$ cat src/hdl/vmblk_pkg.sv
package vmblk_pkg;

   localparam int unsigned OffsetWidth = 9;
   localparam int unsigned WordWidth   = 32;
   localparam int unsigned WideWidth   = 64;
   localparam int unsigned CsrAddrWidth = 4;

   typedef logic [OffsetWidth-1:0] offset_type;
   typedef logic [WordWidth-1:0]   word_type;
   typedef logic [WideWidth-1:0]   wide_type;

   typedef enum logic [1:0] {
      OUTCOME_OK       = 2'd0,
      OUTCOME_UNKNOWN  = 2'd1,
      OUTCOME_NONZERO  = 2'd2
   } outcome_type;

   typedef enum logic {
      OP_READ  = 1'b0,
      OP_WRITE = 1'b1
   } op_type;

   // Identification constants
   localparam word_type MAGIC_VALUE     = 32'h7472_6976;
   localparam word_type VERSION_VALUE   = 32'd2;
   localparam word_type DEVICE_ID_VALUE = 32'd2;
   localparam word_type VENDOR_ID_VALUE = 32'h554D_4551;
   localparam word_type QUEUE_MAX_VALUE = 32'd1024;
   localparam word_type IRQ_STATUS_VALUE = 32'd1;

   localparam wide_type FEATURES_RESET = 64'h0000_0001_0000_0000;

   // Register offsets
   localparam offset_type OFS_MAGIC        = 9'h000;
   localparam offset_type OFS_VERSION      = 9'h004;
   localparam offset_type OFS_DEVICE_ID    = 9'h008;
   localparam offset_type OFS_VENDOR_ID    = 9'h00C;
   localparam offset_type OFS_DEV_FEAT     = 9'h010;
   localparam offset_type OFS_DEV_FEAT_SEL = 9'h014;
   localparam offset_type OFS_DRV_FEAT     = 9'h020;
   localparam offset_type OFS_DRV_FEAT_SEL = 9'h024;
   localparam offset_type OFS_QUEUE_SEL    = 9'h030;
   localparam offset_type OFS_QUEUE_MAX    = 9'h034;
   localparam offset_type OFS_QUEUE_SIZE   = 9'h038;
   localparam offset_type OFS_QUEUE_READY  = 9'h044;
   localparam offset_type OFS_NOTIFY       = 9'h050;
   localparam offset_type OFS_IRQ_STATUS   = 9'h060;
   localparam offset_type OFS_IRQ_ACK      = 9'h064;
   localparam offset_type OFS_STATUS       = 9'h070;
   localparam offset_type OFS_DESC_LO      = 9'h080;
   localparam offset_type OFS_DESC_HI      = 9'h084;
   localparam offset_type OFS_AVAIL_LO     = 9'h090;
   localparam offset_type OFS_AVAIL_HI     = 9'h094;
   localparam offset_type OFS_USED_LO      = 9'h0A0;
   localparam offset_type OFS_USED_HI      = 9'h0A4;
   localparam offset_type OFS_CFG_GEN      = 9'h0FC;
   localparam offset_type OFS_CAP_LO       = 9'h100;
   localparam offset_type OFS_CAP_HI       = 9'h104;

   // Configuration register indexes (paddr bit 3)
   localparam logic CSR_CAPACITY = 1'b0;
   localparam logic CSR_FEATURES = 1'b1;

endpackage

$ cat src/hdl/vmblk_ifs.sv
interface vmblk_req_if;
   logic                           valid;
   logic                           ready;
   logic                           operation;
   logic [vmblk_pkg::OffsetWidth-1:0] reg_offset;
   logic [vmblk_pkg::WordWidth-1:0]   write_data;

   modport source (output valid, operation, reg_offset, write_data, input ready);
   modport sink   (input valid, operation, reg_offset, write_data, output ready);
endinterface

interface vmblk_rsp_if;
   logic                           valid;
   logic                           ready;
   logic [vmblk_pkg::WordWidth-1:0] read_data;
   logic                           irq_level;
   logic                           notify_pulse;
   logic [1:0]                     outcome;

   modport source (output valid, read_data, irq_level, notify_pulse, outcome, input ready);
   modport sink   (input valid, read_data, irq_level, notify_pulse, outcome, output ready);
endinterface

$ cat src/hdl/virtio_mmio_block_register_file.sv
// Channel   | Dir | Handshake        | Payload
// req_if    | in  | valid / ready    | operation, reg_offset, write_data
// rsp_if    | out | valid / ready    | read_data, irq_level, notify_pulse, outcome
// csr_*     | in  | APB psel/penable | capacity at 0x0, device features at 0x8
//
// Each item gives exactly one result after acceptance: it passes through the
// input register, then the result register.
// Throughput is one item per cycle while results are taken; decode and register
// update sit in the single stage between the input register and the result register.
// Reset is synchronous, active high: pipeline empty, registers at power-on
// values. A stalled result holds the pipe; the input register still takes an item
// while the result register is waiting, if it is empty, so one item rides the stall.
module virtio_mmio_block_register_file (
   input  logic                                 clock,
   input  logic                                 reset,
   vmblk_req_if.sink                            req_if,
   vmblk_rsp_if.source                          rsp_if,
   input  logic                                 csr_psel,
   input  logic                                 csr_penable,
   input  logic                                 csr_pwrite,
   input  logic [vmblk_pkg::CsrAddrWidth-1:0]   csr_paddr,
   input  logic [vmblk_pkg::WideWidth-1:0]      csr_pwdata,
   output logic [vmblk_pkg::WideWidth-1:0]      csr_prdata,
   output logic                                 csr_pready
);

   // ---------------- configuration registers ----------------
   vmblk_pkg::word_type capacity_ff;
   vmblk_pkg::wide_type features_ff;
   logic                csr_write;

   assign csr_pready = 1'b1;
   assign csr_write  = csr_psel && csr_penable && csr_pwrite;

   // Only bit 3 of paddr selects the register; byte lanes below are ignored.
   always_ff @(posedge clock) begin
      if (reset) begin
         capacity_ff <= '0;
         features_ff <= vmblk_pkg::FEATURES_RESET;
      end else if (csr_write) begin
         case (csr_paddr[3])
            vmblk_pkg::CSR_CAPACITY: capacity_ff <= csr_pwdata[vmblk_pkg::WordWidth-1:0];
            vmblk_pkg::CSR_FEATURES: features_ff <= csr_pwdata;
            default: ;
         endcase
      end
   end

   always_comb begin
      case (csr_paddr[3])
         vmblk_pkg::CSR_CAPACITY:
            csr_prdata = {{(vmblk_pkg::WideWidth-vmblk_pkg::WordWidth){1'b0}}, capacity_ff};
         vmblk_pkg::CSR_FEATURES: csr_prdata = features_ff;
         default: csr_prdata = '0;
      endcase
   end

   // ---------------- pipeline control ----------------
   logic                  s1_valid_ff;
   logic                  s1_op_ff;
   vmblk_pkg::offset_type s1_offset_ff;
   vmblk_pkg::word_type   s1_data_ff;

   logic                  out_valid_ff;
   vmblk_pkg::word_type   out_read_data_ff;
   logic                  out_irq_ff;
   logic                  out_notify_ff;
   vmblk_pkg::outcome_type out_outcome_ff;

   logic advance;   // result register free to load
   logic s1_fire;   // item moves from input register to result register

   assign advance      = !out_valid_ff || rsp_if.ready;
   assign s1_fire      = s1_valid_ff && advance;
   assign req_if.ready = !s1_valid_ff || advance;

   always_ff @(posedge clock) begin
      if (reset) begin
         s1_valid_ff <= 1'b0;
      end else if (req_if.ready) begin
         s1_valid_ff <= req_if.valid;
      end
   end

   always_ff @(posedge clock) begin
      if (req_if.ready && req_if.valid) begin
         s1_op_ff     <= req_if.operation;
         s1_offset_ff <= req_if.reg_offset;
         s1_data_ff   <= req_if.write_data;
      end
   end

   // ---------------- device state ----------------
   vmblk_pkg::word_type status_ff,        status_in;
   vmblk_pkg::word_type feat_sel_ff,      feat_sel_in;
   vmblk_pkg::word_type drv_feat_ff,      drv_feat_in;
   vmblk_pkg::word_type drv_feat_sel_ff,  drv_feat_sel_in;
   vmblk_pkg::word_type queue_sel_ff,     queue_sel_in;
   vmblk_pkg::word_type queue_size_ff,    queue_size_in;
   vmblk_pkg::word_type queue_ready_ff,   queue_ready_in;
   vmblk_pkg::wide_type desc_addr_ff,     desc_addr_in;
   vmblk_pkg::wide_type avail_addr_ff,    avail_addr_in;
   vmblk_pkg::wide_type used_addr_ff,     used_addr_in;
   logic                irq_ff,           irq_in;

   vmblk_pkg::word_type    rd_value;
   vmblk_pkg::outcome_type outcome_value;
   logic                   notify_value;
   logic                   data_nonzero;

   assign data_nonzero = |s1_data_ff;

   // Decode and update: one access, one case on the offset.
   always_comb begin
      status_in       = status_ff;
      feat_sel_in     = feat_sel_ff;
      drv_feat_in     = drv_feat_ff;
      drv_feat_sel_in = drv_feat_sel_ff;
      queue_sel_in    = queue_sel_ff;
      queue_size_in   = queue_size_ff;
      queue_ready_in  = queue_ready_ff;
      desc_addr_in    = desc_addr_ff;
      avail_addr_in   = avail_addr_ff;
      used_addr_in    = used_addr_ff;
      irq_in          = irq_ff;
      rd_value        = '0;
      outcome_value   = vmblk_pkg::OUTCOME_OK;
      notify_value    = 1'b0;

      if (s1_op_ff == vmblk_pkg::OP_WRITE) begin
         case (s1_offset_ff)
            vmblk_pkg::OFS_DEV_FEAT_SEL: feat_sel_in     = s1_data_ff;
            vmblk_pkg::OFS_DRV_FEAT:     drv_feat_in     = s1_data_ff;
            vmblk_pkg::OFS_DRV_FEAT_SEL: drv_feat_sel_in = s1_data_ff;
            vmblk_pkg::OFS_QUEUE_SEL: begin
               // only queue 0 exists; other values are kept but flagged
               queue_sel_in = s1_data_ff;
               if (data_nonzero) outcome_value = vmblk_pkg::OUTCOME_NONZERO;
            end
            vmblk_pkg::OFS_QUEUE_SIZE:   queue_size_in   = s1_data_ff;
            vmblk_pkg::OFS_QUEUE_READY:  queue_ready_in  = s1_data_ff;
            vmblk_pkg::OFS_NOTIFY: begin
               irq_in       = 1'b1;
               notify_value = 1'b1;
               if (data_nonzero) outcome_value = vmblk_pkg::OUTCOME_NONZERO;
            end
            vmblk_pkg::OFS_IRQ_ACK:      irq_in          = 1'b0;
            vmblk_pkg::OFS_STATUS:       status_in       = s1_data_ff;
            vmblk_pkg::OFS_DESC_LO:      desc_addr_in[31:0]   = s1_data_ff;
            vmblk_pkg::OFS_DESC_HI:      desc_addr_in[63:32]  = s1_data_ff;
            vmblk_pkg::OFS_AVAIL_LO:     avail_addr_in[31:0]  = s1_data_ff;
            vmblk_pkg::OFS_AVAIL_HI:     avail_addr_in[63:32] = s1_data_ff;
            vmblk_pkg::OFS_USED_LO:      used_addr_in[31:0]   = s1_data_ff;
            vmblk_pkg::OFS_USED_HI:      used_addr_in[63:32]  = s1_data_ff;
            default:                     outcome_value = vmblk_pkg::OUTCOME_UNKNOWN;
         endcase
      end else begin
         case (s1_offset_ff)
            vmblk_pkg::OFS_MAGIC:       rd_value = vmblk_pkg::MAGIC_VALUE;
            vmblk_pkg::OFS_VERSION:     rd_value = vmblk_pkg::VERSION_VALUE;
            vmblk_pkg::OFS_DEVICE_ID:   rd_value = vmblk_pkg::DEVICE_ID_VALUE;
            vmblk_pkg::OFS_VENDOR_ID:   rd_value = vmblk_pkg::VENDOR_ID_VALUE;
            vmblk_pkg::OFS_DEV_FEAT: begin
               // select beyond the high half reads zero
               if (feat_sel_ff == 32'd0)      rd_value = features_ff[31:0];
               else if (feat_sel_ff == 32'd1) rd_value = features_ff[63:32];
               else                           rd_value = '0;
            end
            vmblk_pkg::OFS_QUEUE_MAX:   rd_value = vmblk_pkg::QUEUE_MAX_VALUE;
            vmblk_pkg::OFS_QUEUE_READY: rd_value = queue_ready_ff;
            vmblk_pkg::OFS_IRQ_STATUS:  rd_value = vmblk_pkg::IRQ_STATUS_VALUE;
            vmblk_pkg::OFS_STATUS:      rd_value = status_ff;
            vmblk_pkg::OFS_CFG_GEN:     rd_value = '0;
            vmblk_pkg::OFS_CAP_LO:      rd_value = capacity_ff;
            vmblk_pkg::OFS_CAP_HI:      rd_value = '0;
            default:                    outcome_value = vmblk_pkg::OUTCOME_UNKNOWN;
         endcase
      end
   end

   // State moves only when the item leaves the input register.
   always_ff @(posedge clock) begin
      if (reset) begin
         status_ff       <= '0;
         feat_sel_ff     <= '0;
         drv_feat_ff     <= '0;
         drv_feat_sel_ff <= '0;
         queue_sel_ff    <= '0;
         queue_size_ff   <= '0;
         queue_ready_ff  <= '0;
         desc_addr_ff    <= '0;
         avail_addr_ff   <= '0;
         used_addr_ff    <= '0;
         irq_ff          <= 1'b0;
      end else if (s1_fire) begin
         status_ff       <= status_in;
         feat_sel_ff     <= feat_sel_in;
         drv_feat_ff     <= drv_feat_in;
         drv_feat_sel_ff <= drv_feat_sel_in;
         queue_sel_ff    <= queue_sel_in;
         queue_size_ff   <= queue_size_in;
         queue_ready_ff  <= queue_ready_in;
         desc_addr_ff    <= desc_addr_in;
         avail_addr_ff   <= avail_addr_in;
         used_addr_ff    <= used_addr_in;
         irq_ff          <= irq_in;
      end
   end

   // ---------------- result register ----------------
   always_ff @(posedge clock) begin
      if (reset) begin
         out_valid_ff <= 1'b0;
      end else if (advance) begin
         out_valid_ff <= s1_valid_ff;
      end
   end

   always_ff @(posedge clock) begin
      if (s1_fire) begin
         out_read_data_ff <= rd_value;
         out_irq_ff       <= irq_in;
         out_notify_ff    <= notify_value;
         out_outcome_ff   <= outcome_value;
      end
   end

   assign rsp_if.valid        = out_valid_ff;
   assign rsp_if.read_data    = out_read_data_ff;
   assign rsp_if.irq_level    = out_irq_ff;
   assign rsp_if.notify_pulse = out_notify_ff;
   assign rsp_if.outcome      = out_outcome_ff;

endmodule

$ cat src/flat_wrapper.sv
// flat-port wrapper written by rule: the top's interface ports become plain ports
module virtio_mmio_block_register_file_flat 
  (clock, reset, csr_psel, csr_penable, csr_pwrite, csr_paddr, csr_pwdata, csr_prdata, csr_pready, req_if_valid, req_if_operation, req_if_reg_offset, req_if_write_data, req_if_ready, rsp_if_valid, rsp_if_read_data, rsp_if_irq_level, rsp_if_notify_pulse, rsp_if_outcome, rsp_if_ready);
  vmblk_req_if req_if_i ();
  vmblk_rsp_if rsp_if_i ();
  input  logic clock;
  input  logic reset;
  input  logic csr_psel;
  input  logic csr_penable;
  input  logic csr_pwrite;
  input  logic [vmblk_pkg::CsrAddrWidth-1:0] csr_paddr;
  input  logic [vmblk_pkg::WideWidth-1:0] csr_pwdata;
  output logic [vmblk_pkg::WideWidth-1:0] csr_prdata;
  output logic csr_pready;
  input wire logic [$bits(req_if_i.valid)-1:0] req_if_valid;
  input wire logic [$bits(req_if_i.operation)-1:0] req_if_operation;
  input wire logic [$bits(req_if_i.reg_offset)-1:0] req_if_reg_offset;
  input wire logic [$bits(req_if_i.write_data)-1:0] req_if_write_data;
  output wire logic [$bits(req_if_i.ready)-1:0] req_if_ready;
  output wire logic [$bits(rsp_if_i.valid)-1:0] rsp_if_valid;
  output wire logic [$bits(rsp_if_i.read_data)-1:0] rsp_if_read_data;
  output wire logic [$bits(rsp_if_i.irq_level)-1:0] rsp_if_irq_level;
  output wire logic [$bits(rsp_if_i.notify_pulse)-1:0] rsp_if_notify_pulse;
  output wire logic [$bits(rsp_if_i.outcome)-1:0] rsp_if_outcome;
  input wire logic [$bits(rsp_if_i.ready)-1:0] rsp_if_ready;
  assign req_if_i.valid = req_if_valid;
  assign req_if_i.operation = req_if_operation;
  assign req_if_i.reg_offset = req_if_reg_offset;
  assign req_if_i.write_data = req_if_write_data;
  assign req_if_ready = req_if_i.ready;
  assign rsp_if_valid = rsp_if_i.valid;
  assign rsp_if_read_data = rsp_if_i.read_data;
  assign rsp_if_irq_level = rsp_if_i.irq_level;
  assign rsp_if_notify_pulse = rsp_if_i.notify_pulse;
  assign rsp_if_outcome = rsp_if_i.outcome;
  assign rsp_if_i.ready = rsp_if_ready;
  virtio_mmio_block_register_file u_core (.clock(clock), .reset(reset), .req_if(req_if_i), .rsp_if(rsp_if_i), .csr_psel(csr_psel), .csr_penable(csr_penable), .csr_pwrite(csr_pwrite), .csr_paddr(csr_paddr), .csr_pwdata(csr_pwdata), .csr_prdata(csr_prdata), .csr_pready(csr_pready));
endmodule
$ cat config.mk
export PLATFORM = sky130hd
export DESIGN_NAME = virtio_mmio_block_register_file_flat
export DESIGN_NICKNAME = d
export VERILOG_FILES = /design/src/hdl/vmblk_pkg.sv /design/src/hdl/vmblk_ifs.sv /design/src/hdl/virtio_mmio_block_register_file.sv /design/src/flat_wrapper.sv
export SDC_FILE = /design/constraint.sdc
export NUM_CORES = 1
export LEC_CHECK = 0
export BUFFER_PORTS_ARGS = -buffer_cell sky130_fd_sc_hd__buf_2
export CORE_MARGIN = 10
export CORE_UTILIZATION = 50
export DETAILED_ROUTE_END_ITERATION = 8
export PLACE_DENSITY = 0.73
export SYNTH_ARGS = -nofsm -noshare
export SYNTH_HDL_FRONTEND = slang
export SYNTH_SLANG_ARGS = --single-unit
$ cat constraint.sdc
create_clock -name clock -period 4.2 [get_ports clock]
set_input_delay 0.21 -clock clock [delete_from_list [all_inputs] [get_ports clock]]
set_output_delay 0.21 -clock clock [all_outputs]
set_load 0.03 [all_outputs]
==> flow_metrics.tcl, run 1 <==
set metrics [dict create \
    grt_util_all_layers 0.236 \
    synthesis.area_sq_um 11400 \
    cp-start-kind "register" \
    power_density_nw_per_um2 392 \
    synth-main-ff-cell "dfxtp_1" \
    clkSinkCount 273 \
    drv_cap 0 \
    critPathSlowestCell "or4b_4" \
    irDropWorstVdd_uv 306 \
    syn_area_per_cell_sq_um 8.88 \
    gp_congestion 0.881 \
    ys_async_sr_fraction 0 \
    clkTransAtPathRegs_ns 0.06 \
    initial_core_util 0.506 \
    rows 55 \
    yosysSeqAreaShare 0.549 \
    vias_per_cell 5.61 \
    routed_wl_um 35800 \
    instances_no_fill 1867 \
    post_cts_resized 0 \
    cts_tree "built" \
    fin_skew_ns 0.00936 \
    setup_viol 0 \
    drt-initial-drc-count 1184 \
    ys_types 52 \
    worstPathCellList "or4b_4 > nor3_4 > buf_4 > a211oi_1 > a21o_1 > a41oi_1" \
    fp.dieH_um 171 \
    drc 0 \
    nets 1676 \
    port_buffers 215 \
    crit_type "reg -> reg" \
    yosys_warnings 0 \
    core_sq_um 22500 \
    area_growth_pct 28.6 \
    clk_latency_ns 0.54 \
    synth_nets 1399 \
    htreeDepth 1 \
    antenna_found_initial 1 \
    final_common_cell "nand2_1" \
    numCtsBuffers 29 \
    fin_crit_sh 0.737 \
    drive_gt1_frac 0.221 \
    rsz0062_at_grt "no" \
    slew-limit-headroom 0.232 \
    finalPower_mw 5.74 \
    dp.cells 1706 \
    post_drt_wl_per_cell_um 19.2 \
    ant_nets 0 \
    required_ns 4.55 \
    hold_path_class "in -> reg" \
    hold_viol 0 \
    synth_edf_count 78 \
    grt_max_degree 88 \
    synth-seq-cells 273 \
    tightest_slew_ns 1.15 \
    outcome "finished, final reports clean" \
    end_kind "register" \
    cts_setup_buffers 0 \
    critical_path_peak_fanout 34 \
    drt_first_pass_iters 6 \
    grt_pass1_vias 9851 \
    leakage_nw 5.31 \
    cts_root_buf "clkbuf_16" \
    dieArea_sq_um 29200 \
    synthCells 1282 \
    ios 220 \
    maxClockFrequency_mhz 323 \
    report.final.slew_viol_count 0 \
    arrival_ns 3.45 \
    min_period_ns 3.09 \
    vias 10467 \
    critPathMaxStageDelay_ns 0.67 \
    grt_pass1_wl_um 55500 \
    final_util 0.651 \
    finalSetupTns_ns 0 \
    most-common-layout-cells "nand2_1 (441), a21oi_1 (220), buf_2 (214), dfxtp_1 (195), dlygate4sd3_1 (107)" \
    die_x_um 171 \
    clock_path_buffers 3 \
    hpwl_um 23400 \
    cts_hold_buf 107 \
    grt-ovfl-total 0 \
]
[per-stage QoR]
stage               worst slack (ns)  cell area (sq um)  hold slack, ns
floorplan                      0.877              11400           0.309
global placement                1.18              12600           0.388
detailed placement              1.13              12600           0.388
CTS                             1.13              14600          0.0280
global route                   0.902              14600           0.104
finish                          1.11              14600          0.0547
[synthesized netlist by cell type (all sizes together), types with 2 or more instances]
library cell | n | area share
dfxtp | 195 | 0.34
nor2 | 14 | 0.0046
or4b | 2 | 0.0021
or3 | 5 | 0.0027
xor2 | 2 | 0.0015
mux2i | 3 | 0.0026
inv | 11 | 0.0036
nor3 | 12 | 0.0073
o31ai | 2 | 0.0013
buf | 23 | 0.011
nor4 | 20 | 0.012
nand2 | 441 | 0.15
nand4 | 4 | 0.0022
edfxtp | 78 | 0.21
clkbuf | 72 | 0.024
a32oi | 4 | 0.0031
a41oi | 5 | 0.0038
and2 | 35 | 0.019
a222oi | 10 | 0.0088
nand3b | 4 | 0.0026
a31oi | 8 | 0.0044
a21oi | 220 | 0.097
nor2b | 2 | 0.0011
a211oi | 4 | 0.0026
nand3 | 9 | 0.0044
a221oi | 17 | 0.013
o21ai | 8 | 0.0035
mux2 | 55 | 0.054
[cell families after synthesis]
group | count (synthesis) | synth area share
xor+xnor | 2 | 0.00154
fa+ha+maj | 1 | 0.000879
flops | 273 | 0.549
buf+inv | 106 | 0.0379
simple gates | 555 | 0.210
other cells | 1 | 0.000329
mux | 58 | 0.0570
compound gates | 286 | 0.144
[final cells by class]
| type | instances | area [sq um] |
|---|---|---|
| flip-flops and latches | 273 | 6250 |
| well taps | 285 | 357 |
| multi-input cells | 903 | 4760 |
| repair buffers | 341 | 2300 |
| diodes | 1 | 2.50 |
| fillers | 1797 | 7860 |
| clock inverters | 4 | 45.0 |
| inverters | 11 | 41.3 |
| clock buffers | 49 | 892 |
[worst max-delay path, delay by kind of cell, from the launching register on]
kind | cells | cell delay [ns]
AOI/OAI and AO/OA | 3 | 1.04
buffers and inverters | 1 | 0.39
DFF | 1 | 0.63
and+or+nand+nor | 2 | 0.84
[routing by layer]
| metal | routed length, um | part of all wire | track usage | vias to the layer above |
|---|---|---|---|---|
| met5 | 0 | 0 | 0 | - |
| met3 | 3400 | 0.095 | 0.0498 | 79 |
| met1 | 15500 | 0.43 | 0.330 | 4921 |
| li1 | - | - | - | 4964 |
| met4 | 1070 | 0.030 | 0.0756 | 0 |
| met2 | 15900 | 0.44 | 0.358 | 503 |
[flip-flops by register name, indices dropped and copies added, names as in the netlist]
| register | count |
|---|---|
| u_core.capacity_ff | 32 |
| u_core.feat_sel_ff | 32 |
| u_core.features_ff | 64 |
| u_core.irq_ff | 1 |
| u_core.queue_ready_ff | 32 |
| u_core.rsp_if.irq_level | 1 |
| u_core.rsp_if.notify_pulse | 1 |
| u_core.rsp_if.outcome | 2 |
| u_core.rsp_if.read_data | 32 |
| u_core.rsp_if.valid | 1 |
| u_core.s1_data_ff | 32 |
| u_core.s1_offset_ff | 9 |
| u_core.s1_op_ff | 1 |
| u_core.s1_valid_ff | 1 |
| u_core.status_ff | 32 |
[power by group]
group	internal, mW	total, mW	switching (mW)
Clock	1.49	2.50	1.00
Combinational	0.169	0.394	0.225
Sequential	2.78	2.85	0.0755
[final timing paths]
path	to	cells past startpoint	slack [ns]	from
hold reg to reg	u_core.feat_sel_ff[29]	2	0.45	u_core.feat_sel_ff[29]
setup reg to reg	u_core.rsp_if.read_data[24]	6	1.11	u_core.s1_offset_ff[8]
hold / removal	u_core.rsp_if.valid	4	0.05	rsp_if_ready
setup / recovery	u_core.rsp_if.read_data[24]	6	1.11	u_core.s1_offset_ff[8]
Power figures use the tool's default switching activity.
==> run 2, diff against run 1 <==
Settings changed: PLACE_DENSITY 0.73 to 0.76.
Clock period 4.2 ns to 2.55 ns, I/O delays scaled along.
==> flow_metrics.tcl, run 2 (same netlist as run 1, synthesis figures left out) <==
set metrics [dict create \
    outcome "finished, final reports clean" \
    netSwitchingPower_mw 2.20 \
    top_register "u_core.features_ff" \
    min_period_ns 2.29 \
    grt-ovfl-total 0 \
    nets 1702 \
    cts_root_buf "clkbuf_16" \
    r2r_end "u_core.rsp_if.read_data[10]" \
    slew-limit-headroom 0.531 \
    critical_path_peak_fanout 16 \
    drv_cap 0 \
    power_frac_comb 0.073 \
    r2r_setup_slack_ns 0.26 \
    ant_nets 0 \
    rsz0062_at_grt "no" \
    initial_core_util 0.506 \
    r2r_start "u_core.s1_offset_ff[5]" \
    crit_path_end "u_core.rsp_if.read_data[10]" \
    vias 10590 \
    switching_share 0.232 \
    grt_pass1_wl_um 56700 \
    die_x_um 171 \
    intPower_mw 7.30 \
    antenna_found_initial 0 \
    arrival_ns 2.58 \
    crit_type "reg -> reg" \
    power_density_nw_per_um2 638 \
    fp.dieH_um 171 \
    numCtsBuffers 29 \
    maxClockFrequency_mhz 437 \
    grt_pass1_vias 10065 \
    seqPwrFrac 0.492 \
    post_cts_resized 0 \
    hpwl_um 24200 \
    clock_path_buffers 3 \
    clkSinkCount 273 \
    final_common_cell "nand2_1" \
    routed_wl_um 36200 \
    fin_skew_ns 0.0248 \
    required_ns 2.84 \
    worstSetupStartpoint "u_core.s1_offset_ff[5]" \
    hold_viol 0 \
    dp_slack_ns 0.274 \
    clockPowerShare 0.435 \
    most-common-layout-cells "nand2_1 (441), a21oi_1 (220), buf_2 (214), dfxtp_1 (195), dlygate4sd3_1 (108)" \
    largest_register_ffs 64 \
    cts_tree "built" \
    tightest_slew_ns 0.703 \
    fin_crit_sh 0.898 \
    cp-start-kind "register" \
    ios 220 \
    area_growth_pct 30.8 \
    finalSetupTns_ns 0 \
    report.final.slew_viol_count 0 \
    post_drt_wl_per_cell_um 19.1 \
    hold_slack_ns 0.0252 \
    cts_hold_buf 108 \
    irDropWorstVdd_uv 554 \
    n_antenna_cell 0 \
    grt_util_all_layers 0.241 \
    drc 0 \
    htreeDepth 1 \
    setup_viol 0 \
    cts_setup_buffers 0 \
    drive_gt1_frac 0.234 \
    end_kind "register" \
    clkTransAtPathRegs_ns 0.06 \
    port_buffers 215 \
    drt_first_pass_iters 6 \
    fin_ws_ns 0.260 \
    vias_per_cell 5.59 \
    core_sq_um 22500 \
    rows 55 \
    drt-initial-drc-count 1121 \
    worst_r2r_path_depth 7 \
    gp_congestion 0.903 \
    dieArea_sq_um 29200 \
    hold_path_class "in -> reg" \
    grt_max_degree 78 \
    leakage_nw 5.46 \
    clk_latency_ns 0.55 \
]
-- run 2: cell count changes in the layout (fill, tap and decap cells not counted), sizes merged, moves of 2 or more --
cell / previous run / this run
inv: 11 / 13
clkbuf: 49 / 44
buf: 234 / 259
clkinv: 3 / 6
-- run 2: area by class of cell --
type	instances	area, sq um
fillers	1759	7610
flip-flops and latches	273	6250
multi-input cells	903	4760
repair buffers	367	2540
clock buffers	44	863
well taps	285	357
clock inverters	10	82.6
inverters	11	41.3
-- run 2: critical path: stages (launching register included) --
cell,delay [ns]
edfxtp_1,0.50
buf_4,0.22
nand3b_1,0.29
nor4_4,0.07
buf_4,0.21
a32o_1,0.21
a211oi_1,0.39
a21oi_1,0.13
-- run 2: layer usage --
metal / wire, um / vias to the layer above / global-route usage / share of wire
met2: 16700 / 481 / 0.383 / 0.46
met1: 15800 / 5030 / 0.336 / 0.44
met3: 3100 / 49 / 0.0422 / 0.086
met5: 0 / - / 0 / 0
li1: - / 5030 / - / -
met4: 631 / 0 / 0.0514 / 0.017
-- run 2: power groups by stage --
stage	logic [mW]	registers, mW	clock network (mW)
final	0.692	4.68	4.13
after detailed placement	0.550	4.77	0
after global placement	0.546	4.76	0
after CTS	0.681	4.67	4.18
after global routing	0.744	4.68	4.36
after floorplan	0.266	4.78	0
-- run 2: how the worst min path moves through the flow --
stage,start,endpoint,slack [ns],cells past startpoint
final,reset,u_core.s1_valid_ff,0.03,2
after global routing,reset,u_core.s1_valid_ff,0.07,2
after CTS,reset,u_core.s1_valid_ff,0.03,2
after detailed placement,req_if_write_data[18],u_core.s1_data_ff[18],0.31,1
after global placement,req_if_write_data[18],u_core.s1_data_ff[18],0.31,1
after floorplan,req_if_write_data[0],u_core.s1_data_ff[0],0.23,0
-- run 2: per-stage QoR --
stage	area, sq um	util	instances	power (mW)
after global routing	14900	0.662	1893	9.78
after detailed placement	12900	0.572	1731	5.32
final	14900	0.662	1893	9.50
after floorplan	11400	-	1282	5.04
after global placement	12900	0.572	1731	5.31
after CTS	14900	0.662	1893	9.53
